$ cat src/rtl/core/mieu_pkg.sv
// Shared types, constants and codes of the integer execute unit.
`timescale 1ns / 1ps

package mieu_pkg;

  localparam int DATA_W      = 32;
  localparam int NUM_REGS    = 32;
  localparam int REG_IDX_W   = $clog2(NUM_REGS);
  localparam int FUNC_W      = 5;
  localparam int SHAMT_W     = 5;
  localparam int IMM_W       = 16;
  localparam int TARGET_W    = 27;
  localparam int PC_KEEP_W   = DATA_W - TARGET_W;
  localparam int IMM_SHIFT   = 16;
  localparam logic [REG_IDX_W-1:0] LINK_REG = REG_IDX_W'(31);

  localparam int QUEUE_DEPTH   = 4;
  localparam int QPTR_W        = $clog2(QUEUE_DEPTH);
  localparam int QCNT_W        = $clog2(QUEUE_DEPTH + 1);
  // Queue slots plus the execute stage plus the result register.
  localparam int IN_FLIGHT_MAX = QUEUE_DEPTH + 2;

  typedef enum logic [FUNC_W-1:0] {
    F_ADD   = 5'd0,
    F_SUB   = 5'd1,
    F_SLT   = 5'd2,
    F_SLTU  = 5'd3,
    F_AND   = 5'd4,
    F_OR    = 5'd5,
    F_XOR   = 5'd6,
    F_NOR   = 5'd7,
    F_SLLV  = 5'd8,
    F_SRLV  = 5'd9,
    F_SRAV  = 5'd10,
    F_SLL   = 5'd11,
    F_SRL   = 5'd12,
    F_SRA   = 5'd13,
    F_ADDI  = 5'd14,
    F_SLTI  = 5'd15,
    F_SLTIU = 5'd16,
    F_ANDI  = 5'd17,
    F_ORI   = 5'd18,
    F_XORI  = 5'd19,
    F_LUI   = 5'd20,
    F_J     = 5'd21,
    F_JAL   = 5'd22
  } func_t;

  typedef enum logic [3:0] {
    OP_ADD,
    OP_SUB,
    OP_SLT,
    OP_SLTU,
    OP_AND,
    OP_OR,
    OP_XOR,
    OP_NOR,
    OP_SLL,
    OP_SRL,
    OP_SRA,
    OP_PASS_B,
    OP_J,
    OP_JAL,
    OP_NOP
  } op_t;

  typedef struct packed {
    op_t                  op;
    logic                 wr_en;
    logic [REG_IDX_W-1:0] dest;
    logic [REG_IDX_W-1:0] src_a;
    logic [REG_IDX_W-1:0] src_b;
    logic [SHAMT_W-1:0]   shamt;
    logic                 use_imm;
    logic                 use_shamt;
    logic [DATA_W-1:0]    imm;
    logic [TARGET_W-1:0]  target;
  } q_entry_t;

  typedef struct packed {
    logic empty;
    logic full;
  } q_status_t;

  typedef struct packed {
    logic                 reg_written;
    logic [REG_IDX_W-1:0] written_index;
    logic [DATA_W-1:0]    written_value;
    logic [DATA_W-1:0]    pc_value;
  } result_t;

endpackage

$ cat src/rtl/core/mieu_channels_if.sv
// Valid/ready channel interfaces for instructions in and results out.
`timescale 1ns / 1ps

interface mieu_in_if;
  logic                                valid;
  logic                                ready;
  logic [mieu_pkg::FUNC_W-1:0]         func;
  logic [mieu_pkg::REG_IDX_W-1:0]      dest_reg;
  logic [mieu_pkg::REG_IDX_W-1:0]      src_a_reg;
  logic [mieu_pkg::REG_IDX_W-1:0]      src_b_reg;
  logic [mieu_pkg::SHAMT_W-1:0]        shift_amount;
  logic [mieu_pkg::IMM_W-1:0]          immediate;
  logic [mieu_pkg::TARGET_W-1:0]       jump_target;

  modport source (
    output valid, func, dest_reg, src_a_reg, src_b_reg, shift_amount, immediate,
           jump_target,
    input  ready
  );
  modport sink (
    input  valid, func, dest_reg, src_a_reg, src_b_reg, shift_amount, immediate,
           jump_target,
    output ready
  );
endinterface

interface mieu_out_if;
  logic                                valid;
  logic                                ready;
  logic                                reg_written;
  logic [mieu_pkg::REG_IDX_W-1:0]      written_index;
  logic [mieu_pkg::DATA_W-1:0]         written_value;
  logic [mieu_pkg::DATA_W-1:0]         pc_value;

  modport source (
    output valid, reg_written, written_index, written_value, pc_value,
    input  ready
  );
  modport sink (
    input  valid, reg_written, written_index, written_value, pc_value,
    output ready
  );
endinterface

$ cat src/rtl/core/mieu_ram.sv
// Generic RAM with one write port and two registered read ports.
`timescale 1ns / 1ps

module mieu_ram #(
  parameter int WIDTH = 32,
  parameter int DEPTH = 32,
  localparam int AW   = $clog2(DEPTH)
) (
  input  logic             clk,
  input  logic             we,
  input  logic [AW-1:0]    waddr,
  input  logic [WIDTH-1:0] wdata,
  input  logic             re,
  input  logic [AW-1:0]    raddr_a,
  input  logic [AW-1:0]    raddr_b,
  output logic [WIDTH-1:0] rdata_a,
  output logic [WIDTH-1:0] rdata_b
);

  logic [WIDTH-1:0] mem_r [DEPTH];
  logic [WIDTH-1:0] rdata_a_r;
  logic [WIDTH-1:0] rdata_b_r;

  // Reads return the contents held before a write at the same edge.
  always_ff @(posedge clk) begin
    if (we) begin
      mem_r[waddr] <= wdata;
    end
    if (re) begin
      rdata_a_r <= mem_r[raddr_a];
      rdata_b_r <= mem_r[raddr_b];
    end
  end

  assign rdata_a = rdata_a_r;
  assign rdata_b = rdata_b_r;

endmodule

$ cat src/rtl/core/mieu_front.sv
// Front end: accepts instructions and classifies them into queue entries.
`timescale 1ns / 1ps

module mieu_front (
  mieu_in_if.sink              in_ch,
  input  mieu_pkg::q_status_t  q_status,
  output logic                 push,
  output mieu_pkg::q_entry_t   entry
);

  logic [mieu_pkg::DATA_W-1:0] imm_sext;
  logic [mieu_pkg::DATA_W-1:0] imm_zext;
  logic [mieu_pkg::DATA_W-1:0] imm_upper;
  logic                        writes;

  assign in_ch.ready = !q_status.full;
  assign push        = in_ch.valid && in_ch.ready;

  assign imm_sext  = {{(mieu_pkg::DATA_W - mieu_pkg::IMM_W){in_ch.immediate[mieu_pkg::IMM_W-1]}},
                      in_ch.immediate};
  assign imm_zext  = {{(mieu_pkg::DATA_W - mieu_pkg::IMM_W){1'b0}}, in_ch.immediate};
  assign imm_upper = {in_ch.immediate, {mieu_pkg::IMM_SHIFT{1'b0}}};

  always_comb begin
    entry.op        = mieu_pkg::OP_NOP;
    entry.dest      = in_ch.dest_reg;
    entry.src_a     = in_ch.src_a_reg;
    entry.src_b     = in_ch.src_b_reg;
    entry.shamt     = in_ch.shift_amount;
    entry.use_imm   = 1'b0;
    entry.use_shamt = 1'b0;
    entry.imm       = imm_sext;
    entry.target    = in_ch.jump_target;
    writes          = 1'b1;
    case (mieu_pkg::func_t'(in_ch.func))
      mieu_pkg::F_ADD:  entry.op = mieu_pkg::OP_ADD;
      mieu_pkg::F_SUB:  entry.op = mieu_pkg::OP_SUB;
      mieu_pkg::F_SLT:  entry.op = mieu_pkg::OP_SLT;
      mieu_pkg::F_SLTU: entry.op = mieu_pkg::OP_SLTU;
      mieu_pkg::F_AND:  entry.op = mieu_pkg::OP_AND;
      mieu_pkg::F_OR:   entry.op = mieu_pkg::OP_OR;
      mieu_pkg::F_XOR:  entry.op = mieu_pkg::OP_XOR;
      mieu_pkg::F_NOR:  entry.op = mieu_pkg::OP_NOR;
      mieu_pkg::F_SLLV: entry.op = mieu_pkg::OP_SLL;
      mieu_pkg::F_SRLV: entry.op = mieu_pkg::OP_SRL;
      mieu_pkg::F_SRAV: entry.op = mieu_pkg::OP_SRA;
      mieu_pkg::F_SLL: begin
        entry.op        = mieu_pkg::OP_SLL;
        entry.use_shamt = 1'b1;
      end
      mieu_pkg::F_SRL: begin
        entry.op        = mieu_pkg::OP_SRL;
        entry.use_shamt = 1'b1;
      end
      mieu_pkg::F_SRA: begin
        entry.op        = mieu_pkg::OP_SRA;
        entry.use_shamt = 1'b1;
      end
      mieu_pkg::F_ADDI: begin
        entry.op      = mieu_pkg::OP_ADD;
        entry.use_imm = 1'b1;
      end
      mieu_pkg::F_SLTI: begin
        entry.op      = mieu_pkg::OP_SLT;
        entry.use_imm = 1'b1;
      end
      mieu_pkg::F_SLTIU: begin
        entry.op      = mieu_pkg::OP_SLTU;
        entry.use_imm = 1'b1;
      end
      mieu_pkg::F_ANDI: begin
        entry.op      = mieu_pkg::OP_AND;
        entry.use_imm = 1'b1;
        entry.imm     = imm_zext;
      end
      mieu_pkg::F_ORI: begin
        entry.op      = mieu_pkg::OP_OR;
        entry.use_imm = 1'b1;
        entry.imm     = imm_zext;
      end
      mieu_pkg::F_XORI: begin
        entry.op      = mieu_pkg::OP_XOR;
        entry.use_imm = 1'b1;
        entry.imm     = imm_zext;
      end
      mieu_pkg::F_LUI: begin
        entry.op      = mieu_pkg::OP_PASS_B;
        entry.use_imm = 1'b1;
        entry.imm     = imm_upper;
      end
      mieu_pkg::F_J: begin
        entry.op = mieu_pkg::OP_J;
        writes   = 1'b0;
      end
      mieu_pkg::F_JAL: begin
        entry.op   = mieu_pkg::OP_JAL;
        entry.dest = mieu_pkg::LINK_REG;
      end
      default: writes = 1'b0;
    endcase
    // A write to register zero is dropped here, once and for all.
    entry.wr_en = writes && (entry.dest != '0);
  end

endmodule

$ cat src/rtl/core/mieu_queue.sv
// Short register queue between the front end and the execute back end.
`timescale 1ns / 1ps

module mieu_queue (
  input  logic                clk,
  input  logic                rst_n,
  input  logic                push,
  input  mieu_pkg::q_entry_t  push_entry,
  input  logic                pop,
  output mieu_pkg::q_entry_t  head,
  output mieu_pkg::q_status_t status
);

  mieu_pkg::q_entry_t                slot_r [mieu_pkg::QUEUE_DEPTH];
  logic [mieu_pkg::QPTR_W-1:0]       wr_ptr_r, wr_ptr_nxt;
  logic [mieu_pkg::QPTR_W-1:0]       rd_ptr_r, rd_ptr_nxt;
  logic [mieu_pkg::QCNT_W-1:0]       count_r,  count_nxt;

  function automatic logic [mieu_pkg::QPTR_W-1:0] ptr_inc(
    input logic [mieu_pkg::QPTR_W-1:0] p
  );
    if (p == mieu_pkg::QPTR_W'(mieu_pkg::QUEUE_DEPTH - 1)) begin
      return '0;
    end
    return p + 1'b1;
  endfunction

  assign status.empty = (count_r == '0);
  assign status.full  = (count_r == mieu_pkg::QCNT_W'(mieu_pkg::QUEUE_DEPTH));
  assign head         = slot_r[rd_ptr_r];

  always_comb begin
    wr_ptr_nxt = push ? ptr_inc(wr_ptr_r) : wr_ptr_r;
    rd_ptr_nxt = pop  ? ptr_inc(rd_ptr_r) : rd_ptr_r;
    count_nxt  = count_r;
    if (push && !pop) begin
      count_nxt = count_r + 1'b1;
    end else if (pop && !push) begin
      count_nxt = count_r - 1'b1;
    end
  end

  always_ff @(posedge clk) begin
    if (!rst_n) begin
      wr_ptr_r <= '0;
      rd_ptr_r <= '0;
      count_r  <= '0;
    end else begin
      wr_ptr_r <= wr_ptr_nxt;
      rd_ptr_r <= rd_ptr_nxt;
      count_r  <= count_nxt;
    end
  end

  always_ff @(posedge clk) begin
    if (push) begin
      slot_r[wr_ptr_r] <= push_entry;
    end
  end

endmodule

$ cat src/rtl/core/mieu_back.sv
// Back end: register read, execute, write-back and the result register.
`timescale 1ns / 1ps

module mieu_back (
  input  logic                clk,
  input  logic                rst_n,
  input  mieu_pkg::q_entry_t  head,
  input  mieu_pkg::q_status_t q_status,
  output logic                pop,
  output logic                out_valid,
  input  logic                out_ready,
  output mieu_pkg::result_t   result
);

  localparam int DW = mieu_pkg::DATA_W;

  logic                              x_valid_r, x_valid_nxt;
  mieu_pkg::q_entry_t                x_r;
  logic                              a_vld_r, b_vld_r;
  logic [DW-1:0]                     rdata_a, rdata_b;
  logic [mieu_pkg::NUM_REGS-1:0]     vld_r;
  logic                              lw_valid_r;
  logic [mieu_pkg::REG_IDX_W-1:0]    lw_idx_r;
  logic [DW-1:0]                     lw_val_r;
  logic [DW-1:0]                     pc_r, pc_nxt;
  logic                              out_valid_r, out_valid_nxt;
  mieu_pkg::result_t                 out_r, res;

  logic                              x_adv;
  logic                              issue;
  logic                              we;
  logic [DW-1:0]                     a_op, b_reg, b_op, val;
  logic [mieu_pkg::SHAMT_W-1:0]      sh;

  assign x_adv = x_valid_r && (!out_valid_r || out_ready);
  assign issue = !q_status.empty && (!x_valid_r || x_adv);
  assign pop   = issue;
  assign we    = x_adv && x_r.wr_en;

  mieu_ram #(
    .WIDTH (DW),
    .DEPTH (mieu_pkg::NUM_REGS)
  ) u_regfile (
    .clk     (clk),
    .we      (we),
    .waddr   (x_r.dest),
    .wdata   (val),
    .re      (issue),
    .raddr_a (head.src_a),
    .raddr_b (head.src_b),
    .rdata_a (rdata_a),
    .rdata_b (rdata_b)
  );

  // The last write is always the newest value of its register, so taking it
  // covers a write that lands at the same edge as the read.
  always_comb begin
    if (lw_valid_r && (lw_idx_r == x_r.src_a)) begin
      a_op = lw_val_r;
    end else begin
      a_op = a_vld_r ? rdata_a : '0;
    end
    if (lw_valid_r && (lw_idx_r == x_r.src_b)) begin
      b_reg = lw_val_r;
    end else begin
      b_reg = b_vld_r ? rdata_b : '0;
    end
    b_op = x_r.use_imm ? x_r.imm : b_reg;
    sh   = x_r.use_shamt ? x_r.shamt : b_reg[mieu_pkg::SHAMT_W-1:0];
  end

  always_comb begin
    val    = '0;
    pc_nxt = pc_r;
    case (x_r.op)
      mieu_pkg::OP_ADD:    val = a_op + b_op;
      mieu_pkg::OP_SUB:    val = a_op - b_op;
      mieu_pkg::OP_SLT:    val = {{(DW-1){1'b0}}, ($signed(a_op) < $signed(b_op))};
      mieu_pkg::OP_SLTU:   val = {{(DW-1){1'b0}}, (a_op < b_op)};
      mieu_pkg::OP_AND:    val = a_op & b_op;
      mieu_pkg::OP_OR:     val = a_op | b_op;
      mieu_pkg::OP_XOR:    val = a_op ^ b_op;
      mieu_pkg::OP_NOR:    val = ~(a_op | b_op);
      mieu_pkg::OP_SLL:    val = a_op << sh;
      mieu_pkg::OP_SRL:    val = a_op >> sh;
      mieu_pkg::OP_SRA:    val = $unsigned($signed(a_op) >>> sh);
      mieu_pkg::OP_PASS_B: val = b_op;
      mieu_pkg::OP_J: begin
        pc_nxt = {pc_r[DW-1 -: mieu_pkg::PC_KEEP_W], x_r.target};
      end
      mieu_pkg::OP_JAL: begin
        val    = pc_r;
        pc_nxt = {pc_r[DW-1 -: mieu_pkg::PC_KEEP_W], x_r.target};
      end
      default: val = '0;
    endcase
    res.reg_written   = x_r.wr_en;
    res.written_index = x_r.wr_en ? x_r.dest : '0;
    res.written_value = x_r.wr_en ? val : '0;
    res.pc_value      = pc_nxt;
  end

  always_comb begin
    x_valid_nxt = x_valid_r;
    if (issue) begin
      x_valid_nxt = 1'b1;
    end else if (x_adv) begin
      x_valid_nxt = 1'b0;
    end
    out_valid_nxt = out_valid_r;
    if (x_adv) begin
      out_valid_nxt = 1'b1;
    end else if (out_ready) begin
      out_valid_nxt = 1'b0;
    end
  end

  always_ff @(posedge clk) begin
    if (!rst_n) begin
      x_valid_r   <= 1'b0;
      out_valid_r <= 1'b0;
      vld_r       <= '0;
      lw_valid_r  <= 1'b0;
      pc_r        <= '0;
    end else begin
      x_valid_r   <= x_valid_nxt;
      out_valid_r <= out_valid_nxt;
      if (x_adv) begin
        pc_r <= pc_nxt;
      end
      if (we) begin
        vld_r[x_r.dest] <= 1'b1;
        lw_valid_r      <= 1'b1;
      end
    end
  end

  always_ff @(posedge clk) begin
    if (issue) begin
      x_r     <= head;
      a_vld_r <= vld_r[head.src_a];
      b_vld_r <= vld_r[head.src_b];
    end
    if (we) begin
      lw_idx_r <= x_r.dest;
      lw_val_r <= val;
    end
    if (x_adv) begin
      out_r <= res;
    end
  end

  assign out_valid = out_valid_r;
  assign result    = out_r;

endmodule

$ cat src/rtl/core/mips_integer_execute_unit_top.sv
// Top level of the integer execute unit: front end, queue and back end.
//
//   Channel  Direction  Handshake      Carries
//   in_ch    sink       valid / ready  func, register indexes, shift amount,
//                                      immediate, jump target
//   out_ch   source     valid / ready  write flag, written index and value,
//                                      program counter after the instruction
//
// One instruction is taken per cycle and one result is delivered per cycle
// when neither side stalls. A taken instruction is first written into the queue,
// then its operands are read from the register file, whose read data is
// registered, and then it is executed into the result register.
// Reset is synchronous and active low; the register file is cleared at once
// through per-register valid bits, so there is no clearing pass.
// A stall on the result side backs up into the four-entry queue, and in_ch
// keeps taking transfers until that queue is full.
`timescale 1ns / 1ps

module mips_integer_execute_unit_top (
  input  logic       clk,
  input  logic       rst_n,
  mieu_in_if.sink    in_ch,
  mieu_out_if.source out_ch
);

  // Classified instruction handed from the front end into the queue.
  mieu_pkg::q_entry_t  push_entry;
  logic                push;

  // Oldest queued instruction and the queue's fill status.
  mieu_pkg::q_entry_t  head;
  mieu_pkg::q_status_t q_status;
  logic                pop;

  // Result register of the back end.
  mieu_pkg::result_t   result;
  logic                out_valid;

  // The front end only decodes; its ready is simply "queue not full".
  mieu_front u_front (
    .in_ch    (in_ch),
    .q_status (q_status),
    .push     (push),
    .entry    (push_entry)
  );

  // The queue lets the front end keep taking transfers while the back end
  // waits on a stalled result.
  mieu_queue u_queue (
    .clk        (clk),
    .rst_n      (rst_n),
    .push       (push),
    .push_entry (push_entry),
    .pop        (pop),
    .head       (head),
    .status     (q_status)
  );

  // The back end reads operands, executes, writes back the register file and
  // program counter, and holds the result until the sink takes it.
  mieu_back u_back (
    .clk       (clk),
    .rst_n     (rst_n),
    .head      (head),
    .q_status  (q_status),
    .pop       (pop),
    .out_valid (out_valid),
    .out_ready (out_ch.ready),
    .result    (result)
  );

  assign out_ch.valid         = out_valid;
  assign out_ch.reg_written   = result.reg_written;
  assign out_ch.written_index = result.written_index;
  assign out_ch.written_value = result.written_value;
  assign out_ch.pc_value      = result.pc_value;

endmodule

$ cat src/flat_wrapper.sv
// flat-port wrapper written by rule: the top's interface ports become plain ports
module mips_integer_execute_unit_top_flat 
  (clk, rst_n, in_ch_valid, in_ch_func, in_ch_dest_reg, in_ch_src_a_reg, in_ch_src_b_reg, in_ch_shift_amount, in_ch_immediate, in_ch_jump_target, in_ch_ready, out_ch_valid, out_ch_reg_written, out_ch_written_index, out_ch_written_value, out_ch_pc_value, out_ch_ready);
  mieu_in_if in_ch_i ();
  mieu_out_if out_ch_i ();
  input  logic clk;
  input  logic rst_n;
  input wire logic [$bits(in_ch_i.valid)-1:0] in_ch_valid;
  input wire logic [$bits(in_ch_i.func)-1:0] in_ch_func;
  input wire logic [$bits(in_ch_i.dest_reg)-1:0] in_ch_dest_reg;
  input wire logic [$bits(in_ch_i.src_a_reg)-1:0] in_ch_src_a_reg;
  input wire logic [$bits(in_ch_i.src_b_reg)-1:0] in_ch_src_b_reg;
  input wire logic [$bits(in_ch_i.shift_amount)-1:0] in_ch_shift_amount;
  input wire logic [$bits(in_ch_i.immediate)-1:0] in_ch_immediate;
  input wire logic [$bits(in_ch_i.jump_target)-1:0] in_ch_jump_target;
  output wire logic [$bits(in_ch_i.ready)-1:0] in_ch_ready;
  output wire logic [$bits(out_ch_i.valid)-1:0] out_ch_valid;
  output wire logic [$bits(out_ch_i.reg_written)-1:0] out_ch_reg_written;
  output wire logic [$bits(out_ch_i.written_index)-1:0] out_ch_written_index;
  output wire logic [$bits(out_ch_i.written_value)-1:0] out_ch_written_value;
  output wire logic [$bits(out_ch_i.pc_value)-1:0] out_ch_pc_value;
  input wire logic [$bits(out_ch_i.ready)-1:0] out_ch_ready;
  assign in_ch_i.valid = in_ch_valid;
  assign in_ch_i.func = in_ch_func;
  assign in_ch_i.dest_reg = in_ch_dest_reg;
  assign in_ch_i.src_a_reg = in_ch_src_a_reg;
  assign in_ch_i.src_b_reg = in_ch_src_b_reg;
  assign in_ch_i.shift_amount = in_ch_shift_amount;
  assign in_ch_i.immediate = in_ch_immediate;
  assign in_ch_i.jump_target = in_ch_jump_target;
  assign in_ch_ready = in_ch_i.ready;
  assign out_ch_valid = out_ch_i.valid;
  assign out_ch_reg_written = out_ch_i.reg_written;
  assign out_ch_written_index = out_ch_i.written_index;
  assign out_ch_written_value = out_ch_i.written_value;
  assign out_ch_pc_value = out_ch_i.pc_value;
  assign out_ch_i.ready = out_ch_ready;
  mips_integer_execute_unit_top u_core (.clk(clk), .rst_n(rst_n), .in_ch(in_ch_i), .out_ch(out_ch_i));
endmodule
$ cat config.mk
export PLATFORM = sky130hd
export DESIGN_NAME = mips_integer_execute_unit_top_flat
export DESIGN_NICKNAME = d
export VERILOG_FILES = /design/src/rtl/core/mieu_pkg.sv /design/src/rtl/core/mieu_channels_if.sv /design/src/rtl/core/mieu_ram.sv /design/src/rtl/core/mieu_front.sv /design/src/rtl/core/mieu_queue.sv /design/src/rtl/core/mieu_back.sv /design/src/rtl/core/mips_integer_execute_unit_top.sv /design/src/flat_wrapper.sv
export SDC_FILE = /design/constraint.sdc
export NUM_CORES = 2
export LEC_CHECK = 0
export ABC_AREA = 0
export BUFFER_PORTS_ARGS = -buffer_cell sky130_fd_sc_hd__buf_4
export CAP_MARGIN = 0
export CORE_MARGIN = 5
export CORE_UTILIZATION = 45
export CTS_CLUSTER_SIZE = 8
export DETAILED_ROUTE_END_ITERATION = 7
export GPL_TIMING_DRIVEN = 1
export PLACE_DENSITY = 0.67
export SKIP_CTS_REPAIR_TIMING = 1
export SYNTH_ARGS = -nofsm -noshare
export SYNTH_HDL_FRONTEND = slang
export SYNTH_SLANG_ARGS = --single-unit
$ cat constraint.sdc
create_clock -name clk -period 27 [get_ports clk]
set_input_delay 1.35 -clock clk [delete_from_list [all_inputs] [get_ports clk]]
set_output_delay 1.35 -clock clk [all_outputs]
set_load 0.01 [all_outputs]
==> results.md <==
- Drt total wl: 264 mm
- Final #Nets: 5169
- H-tree depth: 4
- CTS Sinks: 1693
- Top-count cell post-synth: edfxtp_1
- Area leader, netlist: edfxtp_1
- Primary FF master, synth: edfxtp_1
- EDFF count, synth: 1622
- Largest net degree at the start of global routing: 123
- Fraction of registers with async set or reset after synthesis: 0
- CP Capture Type: register
- Required @ worst endpoint: 27210 ps
- Die Span Y: 437 µm
- Cells after Synth: 4788
- Status: finished clean
- Syn_area_per_cell: 17.1 µm²
- Pre-CTS setup slack: 19790 ps
- CP Class: register to register
- CTS Buffer Depth: 3
- Synth unique cells: 86
- Final Max Slew Viols: 0
- Drt pass-1 iters: 7
- Worst VDD drop: 107 µV
- Sw frac: 0.404
- Fraction of the cycle the final worst path needs: 0.276
- Worst stage delay on the critical path: 990 ps
- Crit path max fanout: 33
- Max-slew headroom: 0.0993
- Die area: 191000 µm²
- Critical Path Sink: u_core.u_back.u_regfile.mem_r[25][28]
- Seq/Total Area, Yosys: 0.612
- Synthesis-stage register bit count: 1693
- Synth Cell Area: 81900 µm²
- Met1 Use GR: 0.386
- First-pass GRT wire length: 374 mm
- Port bufs: 138
- Clk network pwr share: 0.194
- Clock insertion delay at the later pin of the skew report: 860 ps
- Critical path depth: 19
- Drt wl/cell: 35.3 µm
- Combinational share of power: 0.480
- RSZ-0062 raised after global routing: no
- PwrDens: 146 nW/µm²
- Peak Freq: 134 MHz
- Register-to-register setup slack: 19560 ps
- Crit path time final: 7440 ps
- Top cell type's share of synthesized area: 0.594
- Antenna viol nets, final: 0
- Met2 Usage GRT: 0.418
- Total Power: 13.6 mW
- Internal Pwr Total: 8.08 mW
- Critical path arrival: 7660 ps
- Final setup violation count: 0
- GR Util All Layers: 0.273
- Hold Violations, Final: 0
- Most Used Layer, Global Route: met2
- CTS tree: yes
- Delay-heaviest family, CP: compound AO/OA/AOI/OAI gates
- Area Overhead vs Synth: 13.1%
- Area contributors post-synth: edfxtp_1, mux4_2, mux2i_1, dfxtp_1, ha_1
- Min-delay worst type: register to register
- Vias: 50200
- DR iter-0 viols: 6881
- Initial Util: 0.453
- CTS clk-pin slew, worst paths: 50 ps
- Die Span X: 437 µm
- Yosys warning total: 0
- Final Wtd Congestion: 1.02
- Final WS setup: 19560 ps
- Antenna violations before repair: 7
- Slew @ Worst Pin: 1350 ps
- Setup_tns: 0 ps
- # Max-Cap Violations: 0
- Row cnt: 156
- GR Util met3: 0.0537
- TritonCTS Buffers: 231
- Cells along the critical path: xor2_1, nor4_4, and2_1, buf_4, o21ai_0, mux2i_1, inv_1, ha_1, inv_1, fa_1, nand2b_1, a2111o_1, a31oi_1, o211ai_1, a2111oi_2, o41ai_1, xor2_1, a2111oi_0, nand3_1
- Seq pwr share: 0.326
- Num ports: 144
- Worst r2r src: u_core.u_back.lw_idx_r[4]
- Hpwl dp: 164 mm
- Crit path from: u_core.u_back.lw_idx_r[4]
- P_leak: 30.4 nW
- Share of cells above drive strength 1: 0.295
- DRC: 0
- Commonest cells in the netlist: edfxtp_1, mux4_2, clkbuf_1
- Core area: 181000 µm²
- Vias in the first global route: 50000
- Crit path buf inv count: 3
- Critical Path Start Type: register
- Root Driver: clkbuf_16
- R2R depth: 19
- Sw Pwr: 5.48 mW
- CP max stage cell: nand3_1
- Via/cell ratio: 6.73
- FF-to-FF End: u_core.u_back.u_regfile.mem_r[25][28]
- GRT overflow: 0
- Clk_skew: 40.1 ps
layout make-up:
cell class	count	area, µm²
fill	14500	88200
inverter	110	413
clock buffer	317	6190
multi-input combinational	2644	30400
antenna	8	20.0
clock inverter	15	265
sequential	1693	50100
timing repair buffer	305	2350
tap	2370	2970
worst min path at each step:
stage | from | endpoint | depth (start not counted)
detailed placement | u_core.u_back.vld_r[10] | u_core.u_back.vld_r[10] | 1
CTS | u_core.u_back.vld_r[6] | u_core.u_back.vld_r[6] | 1
global route | u_core.u_back.vld_r[10] | u_core.u_back.vld_r[10] | 1
global placement | u_core.u_back.vld_r[23] | u_core.u_back.vld_r[23] | 1
finish | u_core.u_back.vld_r[6] | u_core.u_back.vld_r[6] | 1
floorplan | u_core.u_back.vld_r[10] | u_core.u_back.vld_r[10] | 1
layer usage:
layer	share of wire	wire, µm
met1	0.40	105000
met3	0.093	24600
met4	0.048	12600
met2	0.46	121000
met5	0.000061	16
worst register-to-register path: cells and delay by family, from the launching register on:
kind	cells	cell delay, ps
AO/OA/AOI/OAI	7	2830
XOR/XNOR	2	350
adder cells (fa/ha/maj)	2	440
buffers and inverters	3	530
flip-flops	1	410
multiplexers	1	320
AND/OR/NAND/NOR	4	1900
layout by cell type, fill, tap and decap left out, types with 35 or more instances in the layout:
cell type  instances
edfxtp_1        1622
mux4_2           738
buf_4            300
clkbuf_16        235
nand2_1          185
mux2i_1          173
a21oi_1          161
nor2_1           154
o21ai_0          135
mux2_2           110
ha_1             109
inv_1            107
nand3_1           98
clkbuf_1          82
dfxtp_1           69
nor2b_1           63
xnor2_1           44
o21a_1            39
o211ai_1          38
nor3_1            35
power by group through the flow:
stage               combinational (mW)  sequential [mW]  clock, mW
floorplan                         4.12             4.33          0
global placement                  6.35             4.46          0
detailed placement                6.38             4.47          0
CTS                               6.40             4.42       2.67
global route                      6.81             4.43       2.80
finish                            6.51             4.42       2.63
cells by family (layout without fill, tap and decap cells):
logic type                 after synthesis  count (layout)  share of synthesized area
AOI/OAI and AO/OA                      724             724                     0.0590
xor gates and xnor gates                57              57                    0.00609
adders and majority gates              112             112                     0.0174
buffers and inverters                  455             747                     0.0225
DFF                                   1693            1693                      0.612
muxes                                 1030            1030                      0.241
other                                    1              13                  0.0000458
and+or+nand+nor                        716             716                     0.0418
sequential cells by signal, indices dropped and copies added (netlist names), named ones only:
| name | cells |
|---|---|
| u_core.u_queue.rd_ptr_r | 2 |
| u_core.u_back.x_r | 85 |
| u_core.u_back.a_vld_r | 1 |
| u_core.u_back.u_regfile.mem_r | 1024 |
| u_core.u_back.lw_val_r | 32 |
| u_core.u_back.lw_valid_r | 1 |
| u_core.u_back.vld_r | 32 |
| u_core.u_back.lw_idx_r | 5 |
| u_core.u_back.res | 1 |
| u_core.u_back.pc_r | 27 |
| u_core.u_queue.count_r | 3 |
| u_core.u_back.u_regfile.rdata_a | 32 |
| u_core.u_queue.slot_r | 344 |
| u_core.u_back.result | 65 |
| u_core.u_back.b_vld_r | 1 |
| u_core.u_back.u_regfile.rdata_b | 32 |
| u_core.u_queue.wr_ptr_r | 2 |
| u_core.u_back.x_valid_r | 1 |
| u_core.u_back.out_valid | 1 |
stage by stage:
step / instance area, µm² / util / cells / hold slack [ps]
after floorplan: 82000 / - / 4792 / 452
after global placement: 86200 / 0.476 / 7121 / 458
after detailed placement: 86200 / 0.476 / 7121 / 471
after CTS: 92700 / 0.512 / 7453 / 484
after global routing: 92700 / 0.512 / 7455 / 500
final: 92700 / 0.512 / 7462 / 480
(Power assumes the default switching activity.)
